`config.mk`:
```
export PLATFORM = sky130hd
export DESIGN_NAME = bfd_back_flat
export DESIGN_NICKNAME = d
export VERILOG_FILES = /design/src/rtl/bfd_pkg.sv /design/src/rtl/bfd_out_if.sv /design/src/rtl/bfd_back.sv /design/src/flat_wrapper.sv
export SDC_FILE = /design/constraint.sdc
export NUM_CORES = 1
export LEC_CHECK = 0
export BUFFER_PORTS_ARGS = -buffer_cell sky130_fd_sc_hd__buf_2
export CAP_MARGIN = 25
export CELL_PAD_IN_SITES_DETAIL_PLACEMENT = 1
export CELL_PAD_IN_SITES_GLOBAL_PLACEMENT = 1
export CORE_ASPECT_RATIO = 1.25
export CORE_UTILIZATION = 41
export CTS_CLUSTER_DIAMETER = 30
export DETAILED_ROUTE_END_ITERATION = 6
export PLACE_DENSITY_LB_ADDON = 0.1
export RECOVER_POWER = 50
export SLEW_MARGIN = 20
export SYNTH_ARGS = -nofsm -noshare
export SYNTH_HDL_FRONTEND = slang
export SYNTH_SLANG_ARGS = --single-unit
```
`constraint.sdc`:
```
create_clock -name i_clk -period 6.6 [get_ports i_clk]
set_input_delay 0.66 -clock i_clk [delete_from_list [all_inputs] [get_ports i_clk]]
set_output_delay 0.66 -clock i_clk [all_outputs]
set_load 0.05 [all_outputs]
```
`src/rtl/bfd_pkg.sv`:
```
package bfd_pkg;

    // Three 9-bit channel sums, blue in slot 0, green in 1, red in 2.
    typedef logic [2:0][8:0] t_chan3;

    typedef enum logic {
        K_PASS,
        K_AVG
    } t_kind;

    // One classified request travelling from the front to the back.
    typedef struct packed {
        t_kind  kind;
        logic   last;
        t_chan3 sum;
        t_chan3 prev;
    } t_req;

    localparam logic [1:0] MODE_BIL2  = 2'd0;
    localparam logic [1:0] MODE_BIL4  = 2'd1;
    localparam logic [1:0] MODE_NEAR2 = 2'd2;
    localparam logic [1:0] MODE_NEAR4 = 2'd3;

    localparam int CFG_IDX_W  = 1;
    localparam int CFG_DATA_W = 12;

    localparam logic [CFG_IDX_W-1:0] REG_MODE      = 1'b0;
    localparam logic [CFG_IDX_W-1:0] REG_OUT_WIDTH = 1'b1;

    localparam int Q_DEPTH = 4;
    localparam int Q_PTR_W = 2;
    localparam int Q_CNT_W = 3;

endpackage

```
`src/rtl/bfd_out_if.sv`:
```
interface bfd_out_if;
    logic       valid;
    logic       ready;
    logic [7:0] blue_out;
    logic [7:0] green_out;
    logic [7:0] red_out;
    logic       row_end;

    modport source (
        output valid, blue_out, green_out, red_out, row_end,
        input  ready
    );

    modport sink (
        input  valid, blue_out, green_out, red_out, row_end,
        output ready
    );
endinterface

```
`src/rtl/bfd_back.sv`:
```
module bfd_back (
    input  logic          i_clk,
    input  logic          i_rst_n,
    input  logic          i_valid,
    input  bfd_pkg::t_req i_req,
    output logic          o_pop,
    bfd_out_if.source     o_pix
);
    import bfd_pkg::*;

    logic                  r_valid;
    logic [2:0][7:0]       r_chan;
    logic                  r_last;
    logic [2:0][7:0]       res;
    logic [2:0][9:0]       avg_sum;

    always_comb begin
        for (int c = 0; c < 3; c++) begin
            avg_sum[c] = {1'b0, i_req.prev[c]} + {1'b0, i_req.sum[c]} + 10'd2;
            case (i_req.kind)
                K_AVG:   res[c] = avg_sum[c][9:2];
                K_PASS:  res[c] = i_req.sum[c][7:0];
                default: res[c] = i_req.sum[c][7:0];
            endcase
        end
    end

    // Refill the output register when empty or being drained
    assign o_pop = i_valid && (!r_valid || o_pix.ready);

    always_ff @(posedge i_clk) begin
        if (!i_rst_n) begin
            r_valid <= 1'b0;
        end else if (o_pop) begin
            r_valid <= 1'b1;
        end else if (o_pix.ready) begin
            r_valid <= 1'b0;
        end
    end

    always_ff @(posedge i_clk) begin
        if (o_pop) begin
            r_chan <= res;
            r_last <= i_req.last;
        end
    end

    assign o_pix.valid     = r_valid;
    assign o_pix.blue_out  = r_chan[0];
    assign o_pix.green_out = r_chan[1];
    assign o_pix.red_out   = r_chan[2];
    assign o_pix.row_end   = r_last;

endmodule

```
`src/flat_wrapper.sv`:
```
// flat-port wrapper written by rule: the top's interface ports become plain ports
module bfd_back_flat import bfd_pkg::*;
  (i_clk, i_rst_n, i_valid, i_req, o_pop, o_pix_valid, o_pix_blue_out, o_pix_green_out, o_pix_red_out, o_pix_row_end, o_pix_ready);
  bfd_out_if o_pix_i ();
  input  logic i_clk;
  input  logic i_rst_n;
  input  logic i_valid;
  input  bfd_pkg::t_req i_req;
  output logic o_pop;
  output wire logic [$bits(o_pix_i.valid)-1:0] o_pix_valid;
  output wire logic [$bits(o_pix_i.blue_out)-1:0] o_pix_blue_out;
  output wire logic [$bits(o_pix_i.green_out)-1:0] o_pix_green_out;
  output wire logic [$bits(o_pix_i.red_out)-1:0] o_pix_red_out;
  output wire logic [$bits(o_pix_i.row_end)-1:0] o_pix_row_end;
  input wire logic [$bits(o_pix_i.ready)-1:0] o_pix_ready;
  assign o_pix_valid = o_pix_i.valid;
  assign o_pix_blue_out = o_pix_i.blue_out;
  assign o_pix_green_out = o_pix_i.green_out;
  assign o_pix_red_out = o_pix_i.red_out;
  assign o_pix_row_end = o_pix_i.row_end;
  assign o_pix_i.ready = o_pix_ready;
  bfd_back u_core (.i_clk(i_clk), .i_rst_n(i_rst_n), .i_valid(i_valid), .i_req(i_req), .o_pop(o_pop), .o_pix(o_pix_i));
endmodule
```
==> out/results.txt <==
The flow ran to the end, but the final reports show violations. The final reports fail on capacitance limit, slew limit. In this run, placement finished with an instance count of 367.

In this run, synthesis produced a sequential element count of 26. The signal on the critical path passes through buf_2 -> nor2b_1 -> nor2b_2 -> clkbuf_1 -> buf_2. For the post-route cell area, the log shows 2890 um2. The part of the cycle the worst path needs came out at 0.475. The destination of the worst register-to-register timing path was u_core.o_pix.green_out[5]. Yosys printed 0 warnings. The number of gates resized after CTS was 0.

By area, the combinational part of the netlist is dominated by adder cells. For this run, design rule violations remaining after detail routing come to 0. TritonCTS built the clock tree. The total I/O pin count came out at 87. The logs give 0.743 for the global placer's final weighted congestion and 4.47 mm for the final HPWL from detailed placement. The number of nets in the synthesized netlist is 327. Areal power density over the cells: 202 nW/um2. In this run the worst setup path terminates at o_pop. The post-synthesis area per instance is 10.7 um2. The placeable core area was 5480 um2; the fraction of final layout cells with drive strength greater than 1 was 0.322.

After detailed routing, the number of vias per cell comes to 5.39. The floorplan step set the die height to 86.7 um. Setup repair after global routing left no endpoint under its margin. IR analysis of the VDD net gives a maximum drop of 0.0731 mV. After filler insertion, the fill cell instance count of the layout stands at 643. Adding up every negative setup slack in the final design gives 0 ns. The synthesized-area fraction occupied by adder cells came out at 0.265. The tools report the number of DRC violations after detailed-routing iteration 0 as 58. The tightest min-delay check is of the input pin to flop type. The area added between synthesis and finish was 22.7%. The launch instance of the worst register-to-register path was u_core.o_pix.valid. For this run the aggregate overflow at the end of global routing stands at 0. The post-CTS clock slew at the launch and capture registers of the worst setup and hold paths is 0.10 ns, and the initial cell density of the core is 0.429.

Predominant post-synthesis flop cell: sky130_fd_sc_hd__edfxtp_1. Synthesis produced 219 cells. The detail-routed net length per standard cell was 15.0 um; the port buffer count was 86. By area the synthesized netlist is led by sky130_fd_sc_hd__edfxtp_1, sky130_fd_sc_hd__ha_1, sky130_fd_sc_hd__xnor2_1.

The relative max-transition margin was -0.0517; the antenna diode count was 0. In this run the worst setup path begins at o_pix_ready. The tightest hold path in the finished design has a slack of 0.549 ns. The first global-routing pass estimated 9.15 mm of wire. Wires add up to 5.55 mm.

The floorplan step set the die width to 69.8 um. CTS saw 26 sinks. The worst setup path category is input pin to primary output. The simple-gate share of the synthesized area works out to 0.0867.

The share of the synthesized area in the top cell type is 0.319, and the first-pass iteration count of the detailed router is 4. The synthesized design spends more area on one cell type than any other, namely sky130_fd_sc_hd__edfxtp_1. The tools report the hold buffer count at CTS as 0. Across the whole layout, storage elements account for 771 um2. Multiplexer fraction of the synthesized cell area: 0.0718. The initial antenna violation count came out at 0. The number of placement rows came out at 30.

Number of H-tree levels: 1. The synthesized netlist occupies a cell area of 2350 um2. After layout, the minimum clock period comes to 3.13 ns. The sequential share of the synthesized area is 0.327, and the total placed instance area is 2860 um2.

The number of slew-limit violations in the final report is 27. The number of buffers inserted during clock tree synthesis is 3. The max-cap violation count is 1. The analysis attributes to cell leakage a power of 1.36 nW.

The layer flagged by global routing as most heavily used is met2. STA classifies the critical path startpoint as an input pin. By count the netlist is led by sky130_fd_sc_hd__ha_1, sky130_fd_sc_hd__edfxtp_1, sky130_fd_sc_hd__nand2_1.

The run gives 319 MHz as the fmax. The floorplan step defined a die boundary enclosing 6050 um2. The via count of the first global-routing pass was 2065; the complex-gate fraction of the synthesized area was 0.156. Measured in cells, the most critical reg-to-reg path has a length of 3. The completed layout was analyzed and its total power is 0.000583 W.

In this run the worst path has a maximum fanout of 26. Across the routed clock network, the largest skew measured is 0.00481 ns. The most repeated library cell on the critical path was sky130_fd_sc_hd__buf_2. The global-route met2 utilization is 0.374, and the via count is 1998. Dominant cell by count in the synthesized netlist: sky130_fd_sc_hd__ha_1. For the met1 global-route usage, the log shows 0.215. The final layout net count came out at 416. The worst path arrival time was 2.47 ns; the pin count of the biggest net entering global routing was 27. The logs give 0 for the antenna violation net count after detailed routing and 0 for the buffer count from post-CTS setup fixing. The total area of multi-input combinational cells is 1520 um2. Area share of xor/xnor cells in the synthesized design: 0.0670. The count of final setup violators came out at 0. The root buffer cell chosen for the clock tree is sky130_fd_sc_hd__clkbuf_8. For this run, the slowest stage of the critical path takes 1.14 ns.

The setup check on the worst reg-to-reg path leaves a slack of 4.50 ns. At the pin with the least slew margin, the transition time is 1.58 ns. The number of enable-type register cells in the synthesized netlist is 25.

The logs give 5.94 ns for the required time at the worst-slack endpoint and 0.0209 for the fraction of met3 tracks used by global routing. The share of flip-flops with an asynchronous set or reset works out to 0. The worst setup path is captured at a primary output. The number of distinct library cells after synthesis is 30. Once layout is complete, the cells apart from fillers number 371.

Total global-route track usage: 0.190. The final hold violation count came out at 0. The largest individual stage delay along the critical path comes from the cell sky130_fd_sc_hd__clkbuf_1. At the later pin of the worst-skew pair, clock insertion delay measures 0.28 ns.

The longest clock path from root to sink contains 2 buffers.
## metal layers
metal | vias up | share of wire
met5 | - | 0
met4 | 0 | 0.0083
met3 | 4 | 0.043
met2 | 51 | 0.53
met1 | 958 | 0.41
li1 | 985 | -
## flip-flops by register name, indices dropped and copies added, names as in the netlist
signal and count:
u_core.o_pix.valid 1, u_core.o_pix.blue_out 8, u_core.o_pix.row_end 1, u_core.o_pix.red_out 8
u_core.o_pix.green_out 8
## stage by stage
step	worst slack [ns]	util
detailed placement	3.80	0.522
global placement	3.85	0.522
floorplan	3.45	-
finish	3.47	0.527
global route	3.31	0.527
CTS	4.10	0.530
## worst max-delay path: cells and delay by family
| kind | cells | cell delay (ns) |
|---|---|---|
| simple gates | 2 | 0.14 |
| buf+inv | 3 | 1.67 |
## worst min-delay path by stage
stage                            start              endpoint  slack [ns]  depth (start not counted)
floorplan                    i_req[54]  u_core.o_pix.row_end        0.76                          0
global placement    u_core.o_pix.valid    u_core.o_pix.valid        0.63                          2
global route                 i_req[54]  u_core.o_pix.row_end        0.55                          1
detailed placement  u_core.o_pix.valid    u_core.o_pix.valid        0.64                          2
finish                       i_req[54]  u_core.o_pix.row_end        0.55                          1
CTS                          i_req[54]  u_core.o_pix.row_end        0.55                          1
## report_power, final
| group | internal [W] | leakage [nW] | switching (W) |
|---|---|---|---|
| Combinational | 0.000104 | 1.08 | 0.000168 |
| Sequential | 0.000207 | 0.252 | 0.00000406 |
| Clock | 0.0000435 | 0.0228 | 0.0000569 |
## placed cells by master (no fill, tap or decap), drive strengths merged, types with 4 or more instances in the layout
cell type,netlist,layout
ha,45,45
o21ai,14,14
o21a,4,4
xnor2,15,15
nor2,7,7
mux2,12,12
nor2b,5,5
clkbuf,2,17
buf,1,74
a21oi,19,19
inv,12,12
edfxtp,25,25
nand2,23,23
## cells by family (layout without fill, tap and decap cells)
family / Yosys count / count (layout)
compound gates: 52 / 52
fa+ha+maj: 48 / 48
simple gates: 44 / 44
flops: 26 / 26
xor+xnor: 18 / 18
buf+inv: 16 / 104
mux: 15 / 15
## area by class of cell
type                       count  share of cell area
clock buffer                   4              0.0156
inverter                      13              0.0169
multi-input combinational    177               0.528
sequential                    26               0.267
tap                           64              0.0277
timing repair buffer          87               0.145
(Power assumes the default switching activity.)
