$ cat src/rtl/bfd_pkg.sv
package bfd_pkg;

    // Three 9-bit channel sums, blue in slot 0, green in 1, red in 2.
    typedef logic [2:0][8:0] t_chan3;

    typedef enum logic {
        K_PASS,
        K_AVG
    } t_kind;

    // One classified request travelling from the front to the back.
    typedef struct packed {
        t_kind  kind;
        logic   last;
        t_chan3 sum;
        t_chan3 prev;
    } t_req;

    localparam logic [1:0] MODE_BIL2  = 2'd0;
    localparam logic [1:0] MODE_BIL4  = 2'd1;
    localparam logic [1:0] MODE_NEAR2 = 2'd2;
    localparam logic [1:0] MODE_NEAR4 = 2'd3;

    localparam int CFG_IDX_W  = 1;
    localparam int CFG_DATA_W = 12;

    localparam logic [CFG_IDX_W-1:0] REG_MODE      = 1'b0;
    localparam logic [CFG_IDX_W-1:0] REG_OUT_WIDTH = 1'b1;

    localparam int Q_DEPTH = 4;
    localparam int Q_PTR_W = 2;
    localparam int Q_CNT_W = 3;

endpackage

$ cat src/rtl/bfd_queue.sv
module bfd_queue (
    input  logic                        i_clk,
    input  logic                        i_rst_n,
    input  logic                        i_push,
    input  bfd_pkg::t_req               i_req,
    input  logic                        i_pop,
    output logic                        o_valid,
    output bfd_pkg::t_req               o_req,
    output logic [bfd_pkg::Q_CNT_W-1:0] o_count
);
    import bfd_pkg::*;

    t_req               r_mem [Q_DEPTH];
    logic [Q_PTR_W-1:0] r_wr_ptr;
    logic [Q_PTR_W-1:0] r_rd_ptr;
    logic [Q_CNT_W-1:0] r_count;

    always_ff @(posedge i_clk) begin
        if (!i_rst_n) begin
            r_wr_ptr <= '0;
            r_rd_ptr <= '0;
            r_count  <= '0;
        end else begin
            if (i_push) begin
                r_wr_ptr <= r_wr_ptr + Q_PTR_W'(1);
            end
            if (i_pop) begin
                r_rd_ptr <= r_rd_ptr + Q_PTR_W'(1);
            end
            case ({i_push, i_pop})
                2'b10:   r_count <= r_count + Q_CNT_W'(1);
                2'b01:   r_count <= r_count - Q_CNT_W'(1);
                default: r_count <= r_count;
            endcase
        end
    end

    always_ff @(posedge i_clk) begin
        if (i_push) begin
            r_mem[r_wr_ptr] <= i_req;
        end
    end

    assign o_valid = r_count != '0;
    assign o_req   = r_mem[r_rd_ptr];
    assign o_count = r_count;

endmodule

$ cat config.mk
export PLATFORM = sky130hd
export DESIGN_NAME = bfd_queue
export DESIGN_NICKNAME = d
export VERILOG_FILES = /design/src/rtl/bfd_pkg.sv /design/src/rtl/bfd_queue.sv
export SDC_FILE = /design/constraint.sdc
export NUM_CORES = 1
export LEC_CHECK = 0
export BUFFER_PORTS_ARGS = -buffer_cell sky130_fd_sc_hd__buf_2
export CORE_MARGIN = 4
export CORE_UTILIZATION = 30
export CTS_CLUSTER_SIZE = 40
export DETAILED_ROUTE_END_ITERATION = 8
export GPL_TIMING_DRIVEN = 0
export HOLD_SLACK_MARGIN = 0.02
export PLACE_DENSITY_LB_ADDON = 0.12
export SLEW_MARGIN = 10
export SYNTH_ARGS = -nofsm -noshare
export SYNTH_HDL_FRONTEND = slang
export SYNTH_SLANG_ARGS = --single-unit
$ cat constraint.sdc
create_clock -name i_clk -period 2.1 [get_ports i_clk]
set_input_delay 0.105 -clock i_clk [delete_from_list [all_inputs] [get_ports i_clk]]
set_output_delay 0.105 -clock i_clk [all_outputs]
set_load 0.005 [all_outputs]
==> results_dict.tcl, run 1 <==
set metrics [dict create \
    hold_end "r_mem[3][7]" \
    rows 61 \
    grt_overflow 0 \
    clockBufferDepth 3 \
    grt_setup_unrepaired "false" \
    wl_per_cell_um 18.10 \
    numCtsBuffers 26 \
    portBuffers 119 \
    syn_area_sq_um 8551 \
    fp.dieH_um 176.8 \
    dieArea_sq_um 31270 \
    p_int_uw 8422 \
    combPwrFrac 0.102 \
    worstPathCellList "buf_12, buf_12, mux4_2, buf_2" \
    timing.final.crit_share 0.9603 \
    num_vias 4095 \
    syn_inst 333 \
    status "finished, final reports clean" \
    hold_viol 0 \
    final_common_cell "edfxtp_1" \
    grt_max_degree 31 \
    root_buffer "clkbuf_16" \
    gp_congestion 0.6484 \
    slew_headroom 0.6704 \
    path_max_fanout 10 \
    r2r-start "r_wr_ptr[0]" \
    wl_mm 17.12 \
    ys_types 20 \
    ff_latch_area_sq_um 6907 \
    max_cap_violations 0 \
    cts_tree "yes" \
    finalSetupViolations 0 \
    cp_common_cell "buf_12" \
    pin_count 120 \
    worst-path-stages 4 \
    grt_first_pass_wirelength_mm 26.00 \
    powerDensity_nw_per_um2 953.9 \
    holdCritPathClass "primary input to flip-flop" \
    final_layout_size_suffix_gt1_frac 0.4092 \
    crit_path_start_kind "flip-flop" \
    crit_type "flip-flop to output pin" \
    num-fill-cells 2594 \
    pre_cts_slack_ns 0.3462 \
    dp.cells 834 \
    fin_ws_ns 0.08337 \
    layout_common_cells "edfxtp_1, buf_2, dlygate4sd3_1" \
    tightest_slew_ns 0.4943 \
    numClockSinks 233 \
    slew_violations 0 \
    arrival_ns 1.91 \
    ys_seq_area_frac 0.8077 \
    multi_input_area_sq_um 1515 \
    r2r_cells 3 \
    synth_seq_cells 233 \
    drt_iter0_drc 170 \
    path_delay_family "multiplexers" \
    core-area_sq_um 27930 \
    ys_warn_count 0 \
    p_clk_frac 0.392 \
    fin_crit_ns 2.017 \
    ant_nets 0 \
    initial_core_util 0.3061 \
    fmax_ghz 0.4959 \
    critPathBufInv 3 \
    hold_depth 2 \
    hp-start "i_req[7]" \
    drc_errors 0 \
    swShare 0.2092 \
    crit_required_ns 2.00 \
    avgSynthCellArea_sq_um 25.68 \
    clk_latency_ns 0.51 \
    seqPwrFrac 0.506 \
    slowest_stage "mux4_2" \
    r2r_setup_slack_ns 0.44 \
    synthesis.nets 399 \
    rr_endpoint "r_mem[3][33]" \
    antenna_found_initial 1 \
    grt_pass1_vias 4567 \
    cpPeakStageDelay_ns 0.54 \
    fp.dieW_um 176.8 \
    via_per_inst 4.329 \
    endpoint_kind "output pin" \
    cts.clk_slew.worst_paths_ns 0.06 \
    post-dp-hpwl_mm 10.15 \
    grtUsageTotal 0.1080 \
    peakVddDrop_uv 594.0 \
    p_switching_uw 2228 \
    drt_first_pass_iters 4 \
    power.leakage_uw 0.003816 \
    synthToLayoutAreaGrowth_pct 30.57 \
    h-tree-depth 1 \
    finalClockSkew_ns 0.008802 \
    finalNetCount 614 \
    fin_cells 946 \
]
-- Yosys cell counts --
| library cell | n | share of area |
|---|---|---|
| a21boi_0 | 1 | 0.00088 |
| and2_1 | 9 | 0.0066 |
| buf_12 | 4 | 0.0094 |
| buf_2 | 5 | 0.0029 |
| buf_4 | 1 | 0.00088 |
| buf_6 | 1 | 0.0013 |
| clkbuf_1 | 1 | 0.00044 |
| dfxtp_1 | 9 | 0.021 |
| edfxtp_1 | 224 | 0.79 |
| fa_1 | 1 | 0.0023 |
| ha_1 | 5 | 0.0073 |
| inv_1 | 3 | 0.0013 |
| mux2i_1 | 2 | 0.0023 |
| mux4_2 | 56 | 0.15 |
| nand2_1 | 1 | 0.00044 |
| nor2b_1 | 2 | 0.0015 |
| o21ai_0 | 1 | 0.00058 |
| or3_1 | 2 | 0.0015 |
| xnor2_1 | 3 | 0.0031 |
| xor2_1 | 2 | 0.0020 |
-- sequential cells by signal, indices dropped and copies added, names as in the netlist, named ones only --
register	count
r_mem	224
o_count	3
r_rd_ptr	2
r_wr_ptr	2
-- per-stage QoR --
step	setup TNS (ns)	total power [uW]	utilization	hold slack [ns]	cell area (sq um)
global placement	-59.52	6458	0.3445	0.3142	9624
floorplan	0	6024	-	0.2039	8556
finish	0	10650	0.3997	0.3373	11160
CTS	0	10860	0.3985	0.2990	11130
global route	0	11140	0.3997	0.3256	11160
detailed placement	0	6507	0.3476	0.3218	9709
-- worst max-delay path by stage --
stage	endpoint	slack (ns)
final	o_req[39]	0.08
after global routing	o_req[18]	0.001
after CTS	o_req[39]	0.006
after detailed placement	o_count[2]	0.35
after global placement	r_mem[0][31]	-0.28
after floorplan	r_mem[2][0]	0.42
-- routing by layer --
layer  wire, um  share of wire  global-route usage  vias to the layer above
li1           -              -                   -                     1853
met1       7026           0.41              0.1330                     2121
met2       8880           0.52              0.1908                       95
met3        889          0.052             0.02670                       26
met4        326          0.019             0.02837                        0
met5          0              0                   0                        -
-- power by group through the flow --
stage | combinational (uW) | clock (uW) | sequential, uW
4_1_cts | 1120 | 4350 | 5390
3_3_place_gp | 973 | 0 | 5480
2_1_floorplan | 548 | 0 | 5480
6_report | 1090 | 4170 | 5390
5_1_grt | 1190 | 4540 | 5410
3_5_place_dp | 1020 | 0 | 5490
-- final cells by class --
class,instances,share of cell area
flip-flops and latches,233,0.6186
multi-input cells,85,0.1357
repair buffers,187,0.1170
clock buffers,31,0.05996
well taps,378,0.04236
plain buffers,12,0.01345
clock inverters,16,0.01166
inverters,3,0.001009
diodes,1,0.0002241
-- repair_timing --
item	4_1_cts	5_1_grt
gates resized for setup	8	0
endpoints found under the hold margin	233	0
setup endpoints to repair	49	18
buffers inserted	0	4
hold buffers	60	0
-- cells by family (layout without fill, tap and decap cells) --
| group | Yosys count | in the layout | synth area share |
|---|---|---|---|
| xor+xnor | 5 | 5 | 0.005122 |
| flops | 233 | 233 | 0.8077 |
| simple gates | 14 | 14 | 0.009949 |
| mux | 58 | 58 | 0.1498 |
| compound gates | 2 | 2 | 0.001463 |
| fa+ha+maj | 6 | 6 | 0.009658 |
| other cells | 0 | 1 | 0 |
| buf+inv | 15 | 249 | 0.01624 |
Power figures use the tool's default switching activity.
==> run 2, diff against run 1 <==
--- a/config.mk
+++ b/config.mk
@@ -5,6 +5,7 @@
 export SDC_FILE = /design/constraint.sdc
 export NUM_CORES = 1
 export LEC_CHECK = 0
+export ABC_AREA = 0
 export BUFFER_PORTS_ARGS = -buffer_cell sky130_fd_sc_hd__buf_2
 export CORE_MARGIN = 4
 export CORE_UTILIZATION = 30
@@ -13,6 +14,7 @@
 export GPL_TIMING_DRIVEN = 0
 export HOLD_SLACK_MARGIN = 0.02
 export PLACE_DENSITY_LB_ADDON = 0.12
+export RECOVER_POWER = 25
 export SLEW_MARGIN = 10
 export SYNTH_ARGS = -nofsm -noshare
 export SYNTH_HDL_FRONTEND = slang
==> results_dict.tcl, run 2 (synthesized netlist as in run 1, its figures left out) <==
set metrics [dict create \
    status "finished, final reports clean" \
    peakVddDrop_uv 593.7 \
    drt_iter0_drc 184 \
    h-tree-depth 1 \
    arrival_ns 1.91 \
    crit_path_start_kind "flip-flop" \
    slowest_stage "mux4_2" \
    layout_common_cells "edfxtp_1, buf_2, dlygate4sd3_1" \
    holdCritPathClass "primary input to flip-flop" \
    r2r-start "r_wr_ptr[0]" \
    grt_max_degree 31 \
    grt_overflow 0 \
    grtUsageTotal 0.1080 \
    core-area_sq_um 27930 \
    root_buffer "clkbuf_16" \
    grt_setup_unrepaired "false" \
    grt_pass1_vias 4567 \
    dp.cells 834 \
    rows 61 \
    drc_errors 0 \
    numClockSinks 233 \
    fin_cells 946 \
    largest_register "r_mem" \
    num-fill-cells 2598 \
    wl_mm 17.09 \
    power.leakage_uw 0.003725 \
    crit_required_ns 2.00 \
    worstPathCellList "buf_12, buf_12, mux4_2, buf_2" \
    max_cap_violations 0 \
    final_area_sq_um 11120 \
    cpPeakStageDelay_ns 0.54 \
    r2r_cells 3 \
    fp.dieW_um 176.8 \
    fin_ws_ns 0.08703 \
    hold_viol 0 \
    powerDensity_nw_per_um2 956.8 \
    fmax_ghz 0.4968 \
    cts.clk_slew.worst_paths_ns 0.06 \
    slew_headroom 0.6701 \
    initial_core_util 0.3061 \
    slew_violations 0 \
    rr_endpoint "r_mem[3][33]" \
    critPathBufInv 3 \
    placed_cell_area_sq_um 9709 \
    via_per_inst 4.346 \
    ant_nets 0 \
    numCtsBuffers 26 \
    path_max_fanout 10 \
    final_common_cell "edfxtp_1" \
    largest_register_ffs 224 \
    fin_crit_ns 2.013 \
    path_delay_family "multiplexers" \
    grt_first_pass_wirelength_mm 26.00 \
    wl_per_cell_um 18.07 \
    power_uw 10640 \
    synthToLayoutAreaGrowth_pct 30.09 \
    clk_latency_ns 0.51 \
    portBuffers 119 \
    post-dp-hpwl_mm 10.15 \
    finalNetCount 614 \
    r2r_setup_slack_ns 0.44 \
    crit_type "flip-flop to output pin" \
    antenna_found_initial 1 \
    num_vias 4111 \
    dieArea_sq_um 31270 \
    gp_congestion 0.6484 \
    hold_depth 2 \
    worst-path-stages 4 \
    drt_first_pass_iters 5 \
    finalClockSkew_ns 0.009068 \
    cp-endpoint "o_req[39]" \
    pre_cts_slack_ns 0.3462 \
    tightest_slew_ns 0.4949 \
    pin_count 120 \
    clockBufferDepth 3 \
    cts_tree "yes" \
    cp_common_cell "buf_12" \
    final_layout_size_suffix_gt1_frac 0.3510 \
    endpoint_kind "output pin" \
    fp.dieH_um 176.8 \
    setup_tns_ns 0 \
    timing.final.crit_share 0.9586 \
    finalSetupViolations 0 \
]
run 2: cell types whose count changed in the layout (fill, tap and decap cells not counted):
cell      change
buf_2        -33
clkbuf_1     +33
run 2: repair_timing:
item | CTS | global route
setup endpoints to repair | 49 | 18
gates resized for setup | 8 | 0
hold endpoints to repair | 233 | 0
hold buffers | 60 | 0
setup buffers | 0 | 4
run 2: cell type report:
type / count / area [sq um] / share of cell area
plain buffers: 12 / 150.1 / 0.01350
diodes: 1 / 2.502 / 0.0002250
multi-input cells: 85 / 1515 / 0.1362
inverters: 3 / 11.26 / 0.001012
flip-flops and latches: 233 / 6907 / 0.6209
well taps: 378 / 473.0 / 0.04252
clock buffers: 31 / 669.4 / 0.06018
repair buffers: 187 / 1265 / 0.1137
clock inverters: 16 / 130.1 / 0.01170
run 2: where the power goes:
group	switching, uW	leakage (uW)	total [uW]	internal, uW
combinational	502	0.00120	1080	576
sequential	54.5	0.00213	5390	5330
clock	1670	0.000391	4180	2500
total	2230	0.00373	10600	8410
run 2: metrics by stage:
stage	hold slack [ns]	util
finish	0.3485	0.3982
global route	0.3573	0.3982
CTS	0.2990	0.3985
detailed placement	0.3218	0.3476
global placement	0.3142	0.3445
floorplan	0.2039	-
run 2: worst min-delay path by stage:
| stage | start | endpoint |
|---|---|---|
| after floorplan | i_req[0] | r_mem[0][0] |
| after global placement | i_req[10] | r_mem[3][10] |
| after CTS | i_req[24] | r_mem[1][24] |
| final | i_req[40] | r_mem[0][40] |
| after detailed placement | i_req[9] | r_mem[2][9] |
| after global routing | i_req[54] | r_mem[0][54] |
run 2: routing by layer:
| metal | share of wire | track usage |
|---|---|---|
| met1 | 0.41 | 0.1330 |
| met4 | 0.019 | 0.02837 |
| met2 | 0.52 | 0.1908 |
| met5 | 0 | 0 |
| met3 | 0.052 | 0.02670 |
